$ cat config.mk
export PLATFORM = sky130hd
export DESIGN_NAME = trial_division_prime_test_unit
export DESIGN_NICKNAME = d
export VERILOG_FILES = /design/src/design/tdpt_pkg.sv /design/src/design/trial_division_prime_test_unit.sv
export SDC_FILE = /design/constraint.sdc
export NUM_CORES = 1
export LEC_CHECK = 0
export ABC_AREA = 1
export BUFFER_PORTS_ARGS = -buffer_cell sky130_fd_sc_hd__buf_2
export CAP_MARGIN = 20
export CELL_PAD_IN_SITES_DETAIL_PLACEMENT = 0
export CELL_PAD_IN_SITES_GLOBAL_PLACEMENT = 2
export CORE_MARGIN = 2
export CORE_UTILIZATION = 33
export DETAILED_ROUTE_END_ITERATION = 12
export GPL_TIMING_DRIVEN = 0
export PLACE_DENSITY_LB_ADDON = 0.15
export SLEW_MARGIN = 30
export SYNTH_ARGS = -nofsm -noshare
export SYNTH_HDL_FRONTEND = slang
export SYNTH_SLANG_ARGS = --single-unit
export TNS_END_PERCENT = 10
$ cat constraint.sdc
create_clock -name clk -period 2.6 [get_ports clk]
set_input_delay 0.13 -clock clk [delete_from_list [all_inputs] [get_ports clk]]
set_output_delay 0.13 -clock clk [all_outputs]
set_load 0.03 [all_outputs]
$ cat src/design/tdpt_pkg.sv
// ----------------------------------------------------------------------------
// tdpt_pkg: shared constants for the trial division prime test unit
// Default operand width and the start values of the divisor walk.
// ----------------------------------------------------------------------------
package tdpt_pkg;

    // default operand width in bits (legal range 8 to 64)
    localparam int NUMBER_WIDTH_DEF = 32;

    // first odd trial divisor and its square
    localparam int FIRST_DIVISOR = 3;
    localparam int FIRST_SQUARE  = 9;

    // smallest prime, and the step between odd divisors
    localparam int SMALLEST_PRIME = 2;
    localparam int DIVISOR_STEP   = 2;

endpackage

$ cat src/design/trial_division_prime_test_unit.sv
// ----------------------------------------------------------------------------
// trial_division_prime_test_unit: primality test by trial division
//
// Input channel (in_valid / in_stall / number) takes one word: an unsigned
// NUMBER_WIDTH-bit value. Output channel (out_valid / out_stall / is_prime)
// returns one word per input word: 1 for prime, 0 for composite, 0 or 1.
// A word moves on a rising edge with valid high and stall low.
//
// Flow: 0, 1 and even numbers go straight from idle to finish. An odd n >= 3
// is divided by 3, 5, 7, ... while d*d <= n. Each divisor takes one bound
// check plus one pass of a shared restoring divider over all NUMBER_WIDTH
// dividend bits (one remainder bit per cycle); at most sqrt(n)/2 divisors
// are tried. The divider loop sets the throughput; one number is in
// flight at a time and in_stall is high until its result is registered.
//
// The output register decouples the sides: a new number is accepted while a
// previous result still waits under out_stall; a finished result then waits
// in its own state until the output register frees up.
// Reset (rst_n low, asynchronous) empties the output and returns to idle.
// ----------------------------------------------------------------------------
module trial_division_prime_test_unit
#(
    parameter int NUMBER_WIDTH = tdpt_pkg::NUMBER_WIDTH_DEF
)
(
    input  logic                    clk,
    input  logic                    rst_n,
    input  logic                    in_valid,
    output logic                    in_stall,
    input  logic [NUMBER_WIDTH-1:0] number,
    output logic                    out_valid,
    input  logic                    out_stall,
    output logic                    is_prime
);

    import tdpt_pkg::*;

    // divisor width: d never exceeds 2^ceil(W/2) + 1
    localparam int DW  = (NUMBER_WIDTH + 1) / 2 + 1;
    // square of the divisor
    localparam int SQW = 2 * DW;
    // remainder holds up to 2*d - 1 before the subtract
    localparam int RW  = DW + 1;
    // bit counter for one division pass
    localparam int CW  = $clog2(NUMBER_WIDTH);

    typedef enum logic [1:0] {
        ST_IDLE,
        ST_BOUND,
        ST_DIV,
        ST_FINISH
    } state_t;

    state_t                  state_reg;
    logic [NUMBER_WIDTH-1:0] cand_reg;     // number under test
    logic [NUMBER_WIDTH-1:0] shift_reg;    // dividend bits, msb first
    logic [DW-1:0]           div_reg;      // current odd divisor
    logic [SQW-1:0]          sq_reg;       // div_reg squared
    logic [RW-1:0]           rem_reg;      // partial remainder
    logic [CW-1:0]           cnt_reg;      // bits left in this pass
    logic                    result_reg;   // pending verdict
    logic                    out_valid_reg;
    logic                    is_prime_reg;

    // divider step: shift in next bit, subtract if it fits
    logic [RW-1:0]  rem_shift;
    logic [RW-1:0]  rem_next;
    logic           rem_fits;

    // incremental square: (d+2)^2 = d^2 + 4d + 4
    logic [SQW-1:0] sq_next;
    logic [DW-1:0]  div_next;

    // trivial cases, decoded on the input word
    logic           num_lt2;
    logic           num_is2;
    logic           num_even;
    logic           out_free;

    assign rem_shift = {rem_reg[RW-2:0], shift_reg[NUMBER_WIDTH-1]};
    assign rem_fits  = rem_shift >= {1'b0, div_reg};
    assign rem_next  = rem_fits ? (rem_shift - {1'b0, div_reg}) : rem_shift;

    assign div_next  = div_reg + DW'(DIVISOR_STEP);
    assign sq_next   = sq_reg + {{(SQW-DW-2){1'b0}}, div_reg, 2'b00} + SQW'(4);

    assign num_lt2   = number < NUMBER_WIDTH'(SMALLEST_PRIME);
    assign num_is2   = number == NUMBER_WIDTH'(SMALLEST_PRIME);
    assign num_even  = ~number[0];

    assign out_free  = ~out_valid_reg | ~out_stall;

    assign in_stall  = state_reg != ST_IDLE;
    assign out_valid = out_valid_reg;
    assign is_prime  = is_prime_reg;

    always_ff @(posedge clk or negedge rst_n)
    begin
        if (!rst_n)
        begin
            state_reg     <= ST_IDLE;
            out_valid_reg <= 1'b0;
            is_prime_reg  <= 1'b0;
            cand_reg      <= '0;
            shift_reg     <= '0;
            div_reg       <= DW'(FIRST_DIVISOR);
            sq_reg        <= SQW'(FIRST_SQUARE);
            cnt_reg       <= '0;
            rem_reg       <= '0;
            result_reg    <= 1'b0;
        end
        else
        begin
            // output register: loads a finished verdict, else drains
            if (state_reg == ST_FINISH && out_free)
            begin
                out_valid_reg <= 1'b1;
            end
            else if (out_valid_reg && !out_stall)
            begin
                out_valid_reg <= 1'b0;
            end

            case (state_reg)
                ST_IDLE:
                begin
                    if (in_valid)
                    begin
                        cand_reg <= number;
                        div_reg  <= DW'(FIRST_DIVISOR);
                        sq_reg   <= SQW'(FIRST_SQUARE);
                        if (num_lt2 || num_is2 || num_even)
                        begin
                            result_reg <= num_is2;
                            state_reg  <= ST_FINISH;
                        end
                        else
                        begin
                            state_reg <= ST_BOUND;
                        end
                    end
                end

                ST_BOUND:
                begin
                    // all divisors up to sqrt(n) tried: prime
                    if (sq_reg > SQW'(cand_reg))
                    begin
                        result_reg <= 1'b1;
                        state_reg  <= ST_FINISH;
                    end
                    else
                    begin
                        shift_reg <= cand_reg;
                        rem_reg   <= '0;
                        cnt_reg   <= CW'(NUMBER_WIDTH - 1);
                        state_reg <= ST_DIV;
                    end
                end

                ST_DIV:
                begin
                    rem_reg   <= rem_next;
                    shift_reg <= {shift_reg[NUMBER_WIDTH-2:0], 1'b0};
                    cnt_reg   <= cnt_reg - CW'(1);
                    if (cnt_reg == '0)
                    begin
                        if (rem_next == '0)
                        begin
                            result_reg <= 1'b0;
                            state_reg  <= ST_FINISH;
                        end
                        else
                        begin
                            div_reg   <= div_next;
                            sq_reg    <= sq_next;
                            state_reg <= ST_BOUND;
                        end
                    end
                end

                ST_FINISH:
                begin
                    if (out_free)
                    begin
                        is_prime_reg  <= result_reg;
                        state_reg     <= ST_IDLE;
                    end
                end

                default:
                begin
                    state_reg <= ST_IDLE;
                end
            endcase
        end
    end

    // divisor walk stays on odd values
    a_div_odd: assert property (@(posedge clk) disable iff (!rst_n)
        div_reg[0])
        else $error("trial divisor became even");

    // running square tracks the divisor
    a_sq_track: assert property (@(posedge clk) disable iff (!rst_n)
        state_reg == ST_BOUND |-> sq_reg == SQW'(div_reg) * SQW'(div_reg))
        else $error("divisor square out of step");

    // restoring divider keeps remainder below divisor
    a_rem_range: assert property (@(posedge clk) disable iff (!rst_n)
        state_reg == ST_DIV |-> rem_reg < {1'b0, div_reg})
        else $error("partial remainder not below divisor");

    // a division pass ends after its last bit
    a_div_end: assert property (@(posedge clk) disable iff (!rst_n)
        (state_reg == ST_DIV && cnt_reg == '0) |=> state_reg != ST_DIV)
        else $error("division pass overran");

    // a finished verdict is never dropped over a busy output
    a_finish_hold: assert property (@(posedge clk) disable iff (!rst_n)
        (state_reg == ST_FINISH && !out_free) |=> state_reg == ST_FINISH)
        else $error("result left finish state while output was busy");

endmodule

After elaboration in Yosys (flattened, before gate mapping)
Cells that the tools add are included.

storage, ports and cells
  register bits = 142
  input bits = 36
  output and inout bits = 3
  logic and storage cells = 83

operators by class
  $add $sub $neg = 5
  $lt $le $gt $ge = 3
  eq/ne operators = 12
  muxes and demuxes = 30
  bitwise operators = 4
  reduce and logical (&&, ||, !) cells = 19

operator list
  operator                                             number
  2-to-1 mux 34 bit                                    3
  2-to-1 mux 17 bit                                    4
  one-hot mux 17 bit (2 select lines)                  2
  one-hot mux 34 bit (2 select lines)                  1
  one-hot mux 32 bit (2 select lines)                  1
  adder 34 x 19 -> 34 bit                              1
  adder 34 x 3 -> 34 bit, second input constant        1
  greater-than comparator 34 x 32 -> 1 bit             1
  == test 32 x 2 -> 1 bit, second input constant       1
  < comparator 32 x 2 -> 1 bit, second input constant  1
  2-to-1 mux 32 bit                                    1
  greater-or-equal comparator 18 x 17 -> 1 bit         1
  logical NOT 18 bit                                   1
  2-to-1 mux 18 bit                                    1
  subtractor 18 x 17 -> 18 bit                         1
  adder 17 x 2 -> 17 bit, second input constant        1
  inequality test 2 bit, second input constant         8
  2-to-1 mux 2 bit                                     5
  one-hot mux 5 bit (2 select lines)                   1
  2-to-1 mux 1 bit                                     8
  one-hot mux 2 bit (4 select lines)                   1
  nonzero test 2 bit                                   4
  AND reduction 2 bit                                  3
  AND reduction 6 bit                                  1
  other kinds (15)                                     20

Depth between registers and ports, before layout
  word-level depth = 6
  depth in mapped cells = 23
  depth with buffers taken out = 21

Least setup slack after synthesis
OpenSTA, ideal clock, no wires.

  kind = reg-to-reg
  from = register div_reg[0]
  to = register sq_reg[33]
  arrival time = 2.714 ns
  required time = 2.534 ns
  slack = -0.180 ns
  stages on the path, launching flop included = 18
  path through = dfstp_2 > inv_1 > ha_1 > inv_1 > ha_1 > inv_1 > fa_1 > o21ai_0 > a21oi_1 > o21ai_0 > a21oi_1 > nor2_1 > nand2_1 > nand2_1 > nand2_1 > nor2_1 > nand3_1 > nand2_1

on the way
  cells in the longest elaborated chain, start to end = 5
  elaborated cells between the ends (all ways) = 11

RTL lines
  element                                                                     line                                                                        source
  start, declared                                                             trial_division_prime_test_unit.sv:57                                        logic [DW-1:0] div_reg;
  start signal, assigned                                                      trial_division_prime_test_unit.sv:106                                       div_reg <= DW'(FIRST_DIVISOR);
  start signal, assigned                                                      trial_division_prime_test_unit.sv:130                                       div_reg <= DW'(FIRST_DIVISOR);
  start signal, assigned                                                      trial_division_prime_test_unit.sv:175                                       div_reg <= div_next;
  adder 34 x 19 -> 34 bit (tied with other cells)                             trial_division_prime_test_unit.sv:85                                        assign sq_next = sq_reg + {{(SQW-DW-2){1'b0}}, div_reg, 2'b00} + SQW'(4);
  adder 34 x 3 -> 34 bit or 2-to-1 mux 18 bit (tied branches)                 trial_division_prime_test_unit.sv:85, trial_division_prime_test_unit.sv:82
  2-to-1 mux 34 bit or logical NOT 18 bit (tied branches)                     trial_division_prime_test_unit.sv:168                                       if (rem_next == '0)
  2-to-1 mux 34 bit or inequality test 2 bit (tied branches)                  -
  one-hot mux 34 bit (2 select lines) or AND reduction 4 bit (tied branches)  -
  end signal, assigned                                                        trial_division_prime_test_unit.sv:107                                       sq_reg <= SQW'(FIRST_SQUARE);
  end signal, assigned                                                        trial_division_prime_test_unit.sv:131                                       sq_reg <= SQW'(FIRST_SQUARE);
  end signal, assigned                                                        trial_division_prime_test_unit.sv:176                                       sq_reg <= sq_next;
  end, declared                                                               trial_division_prime_test_unit.sv:58                                        logic [SQW-1:0] sq_reg;

Several ways; a longest one is shown, not always the timed one. The select of a mux whose other input is x is not followed.
A chain may end at the register's enable or synchronous reset.

Final worst setup path
  from = register div_reg[1]
  to = register sq_reg[16]

Same word-level chain as after synthesis.

==> reports/summary.txt <==
Die X = 179 um
I/O Pins = 39
LEAKAGE = 0.00670 uW
Final Slew Violations = 0
pre-CTS setup slack = -1.18 ns
Mapped Avg Cell Area = 7.12 sq um
Total Routing Usage GR = 21.8%
cell family with most CP delay = simple AND/OR/NAND/NOR gates
hold path depth = 3
Critical Path RT = 2.97 ns
synth unique cells = 44
post-synth top area share = 34.0%
synth cell count leaders = 366 x nand2_1, 159 x inv_1, 143 x nor2_1
Int Power = 3710 uW
Comb power frac = 2.7%
WP data arrival = 3.43 ns
pwr dens = 369 mW/mm^2
Worst Hold Class = in -> reg
largest net degree at the start of global routing = 80
HPWL after DPL = 25300 um
post-route ant nets = 0
# diodes = 0
Clock Latency Late Sink = 0.44 ns
DR pass1 iterations = 8
Initial Util = 33.2%
max reg flops = 33
crit path buf inv count = 6
Sequential Power Share = 45.1%
CP Cell Sequence = inv_4 > ha_4 > nand2_4 > nor2_4 > nand2_2 > nor3_4 > nor2_4 > buf_6 > buf_8 > nand3_1 > nand2_2 > nor2_4 > nand2_2 > nor2_4 > nand4_4 > nand2_4 > buf_8 > buf_6 > buf_12 > nand2_2 > nand2_1
via count = 9670
endpoint type of the worst setup path = flop
clk sinks = 141
first-pass GRT wire length = 52800 um
DRT Wirelength = 33500 um
r2r worst-path depth = 21
Max Fclk = 327 MHz
Via density = 4.87
max_cap viols = 0
final setup fails = 53
Hold Path Origin = number[18]
synth warn = 0
routed length per instance = 16.9 um
main area contributors after synthesis = dfrtp_1 34%, nand2_1 14%, ha_1 11%
Area growth, synth to finish = 30.7%
Critical-path top delay cell = dfstp_2
Async S/R FF share, synth = 100%
Placer Congestion = 0.806
Die Y = 179 um
Post-synth EDFFs = 0
core area = 0.0303 sq mm
Slew @ Worst Pin = 0.762 ns
H-tree depth = 4
Final min period = 3.06 ns
Slew Limit Headroom = 49.2%
Seq/Total Area, Yosys = 35.0%
Yosys reg bits = 141
initial antenna violation count = 0
RR Startpoint = div_reg[1]
setup ws final = -0.462 ns
CP Depth = 21
DRC = 0
Synth Cell Area = 0.0101 sq mm
CP Launch Type = flop
count leader, synth = nand2_1
Synth Flop Type = dfrtp_1
critical path startpoint = div_reg[1]
Total Power = 4860 uW
num rows = 64
drt initial violations = 576
CTS tree = yes
Synth Net Count = 1543
met1 GRT Util = 28.5%
clock root buffer = clkbuf_16
switching pwr = 1150 uW
post-layout net count = 1705
GRT busiest layer = met2
Max clock buf depth = 2
share of layout cells above drive strength 1 = 20.9%
final hold vios = 0
status = finished, violations left
failing checks = negative setup slack
max incr delay on CP = 0.56 ns
WHS = 0.0420 ns
input/output buffers = 38
Die ar. = 0.0320 sq mm
cell taking the most area after synthesis = dfrtp_1
Worst Path Max Fanout = 10
CTS clk-pin slew, worst paths = 0.07 ns
vias in the first global route = 9518
Setup CP Type = reg -> reg
GRT overflow = 0
Mapped Cells = 1416
clock skew = 0.0113 ns
CTS Buf Count = 17
RSZ-0062 raised after global routing = yes
met3 Use GR = 2.80%
period utilisation layout = 118%
met2 usage = 38.4%
sw frac = 23.7%
clock share of power = 52.2%
worst vdd ir = 0.418 mV
final cells by class:
class / instances / area, sq um
sequential: 141 / 3540
buffer: 51 / 375
fill: 3143 / 17200
tap: 396 / 495
multi-input combinational: 1059 / 6370
clock buffer: 18 / 439
clock inverter: 14 / 159
inverter: 164 / 623
timing repair buffer: 144 / 1180
placed cells by master, fill, tap and decap left out, types with 8 or more instances in the layout:
cell type,count
a21oi_1,96
buf_2,40
buf_4,69
clkbuf_1,19
clkbuf_16,18
dfrtp_1,128
dfrtp_2,9
dlygate4sd3_1,34
ha_1,72
ha_4,17
inv_1,143
inv_2,18
nand2_1,328
nand2_2,39
nand2_4,15
nand3_1,105
nand3_2,8
nand4_1,29
nor2_1,131
nor2_4,13
nor3_1,13
o21ai_0,80
xnor2_1,8
xor2_1,29
worst min-delay path: stages:
cell and delay [ns]:
buf_2 0.13, nor2_1 0.12, a21oi_1 0.05
path summary, 6_finish.rpt:
path,to,slack (ns)
max reg2reg,sq_reg[16],-0.46
min in group asynchronous,out_valid,0.23
min,cand_reg[18],0.04
min reg2reg,result_reg,0.48
max in group asynchronous,sq_reg[0],1.58
max,sq_reg[16],-0.46
timing repair:
| item | in CTS | in global routing |
|---|---|---|
| resized for setup | 110 | 124 |
| hold buffers | 34 | 0 |
| pin swaps | 21 | 41 |
| cloned | 4 | 0 |
| endpoints found under the hold margin | 93 | 0 |
| buffers inserted | 48 | 22 |
| setup endpoints to repair | 104 | 105 |
power by group through the flow:
stage	registers, uW	clock network [uW]	logic [uW]
final	2190	2540	132
after global routing	2190	2700	148
after CTS	2190	2590	136
after detailed placement	2230	0	97.2
after global placement	2230	0	90.5
after floorplan	2240	0	6.18
cell families after synthesis:
group                    synth area share [%]
AO/OA/AOI/OAI                            10.8
XOR/XNOR                                 3.21
adder cells (fa/ha/maj)                  11.4
buffers and inverters                    8.54
flip-flops                               35.0
AND/OR/NAND/NOR                          30.9
layer usage:
metal / routed length [um] / vias to the layer above
li1: - / 4934
met1: 15400 / 4580
met2: 16800 / 137
met3: 825 / 19
met4: 433 / 0
met5: 0 / -
through the flow:
step                cells  setup TNS (ns)  area, sq um  util, %
floorplan            1416           -2.15        10200        -
global placement     1850         -215.97        10800     35.7
detailed placement   1851          -83.61        10900     35.8
CTS                  1969          -27.40        12700     41.9
global route         1987          -34.31        13200     43.4
finish               1987          -20.79        13200     43.4
No activity file was read; power rests on OpenSTA's default activity.
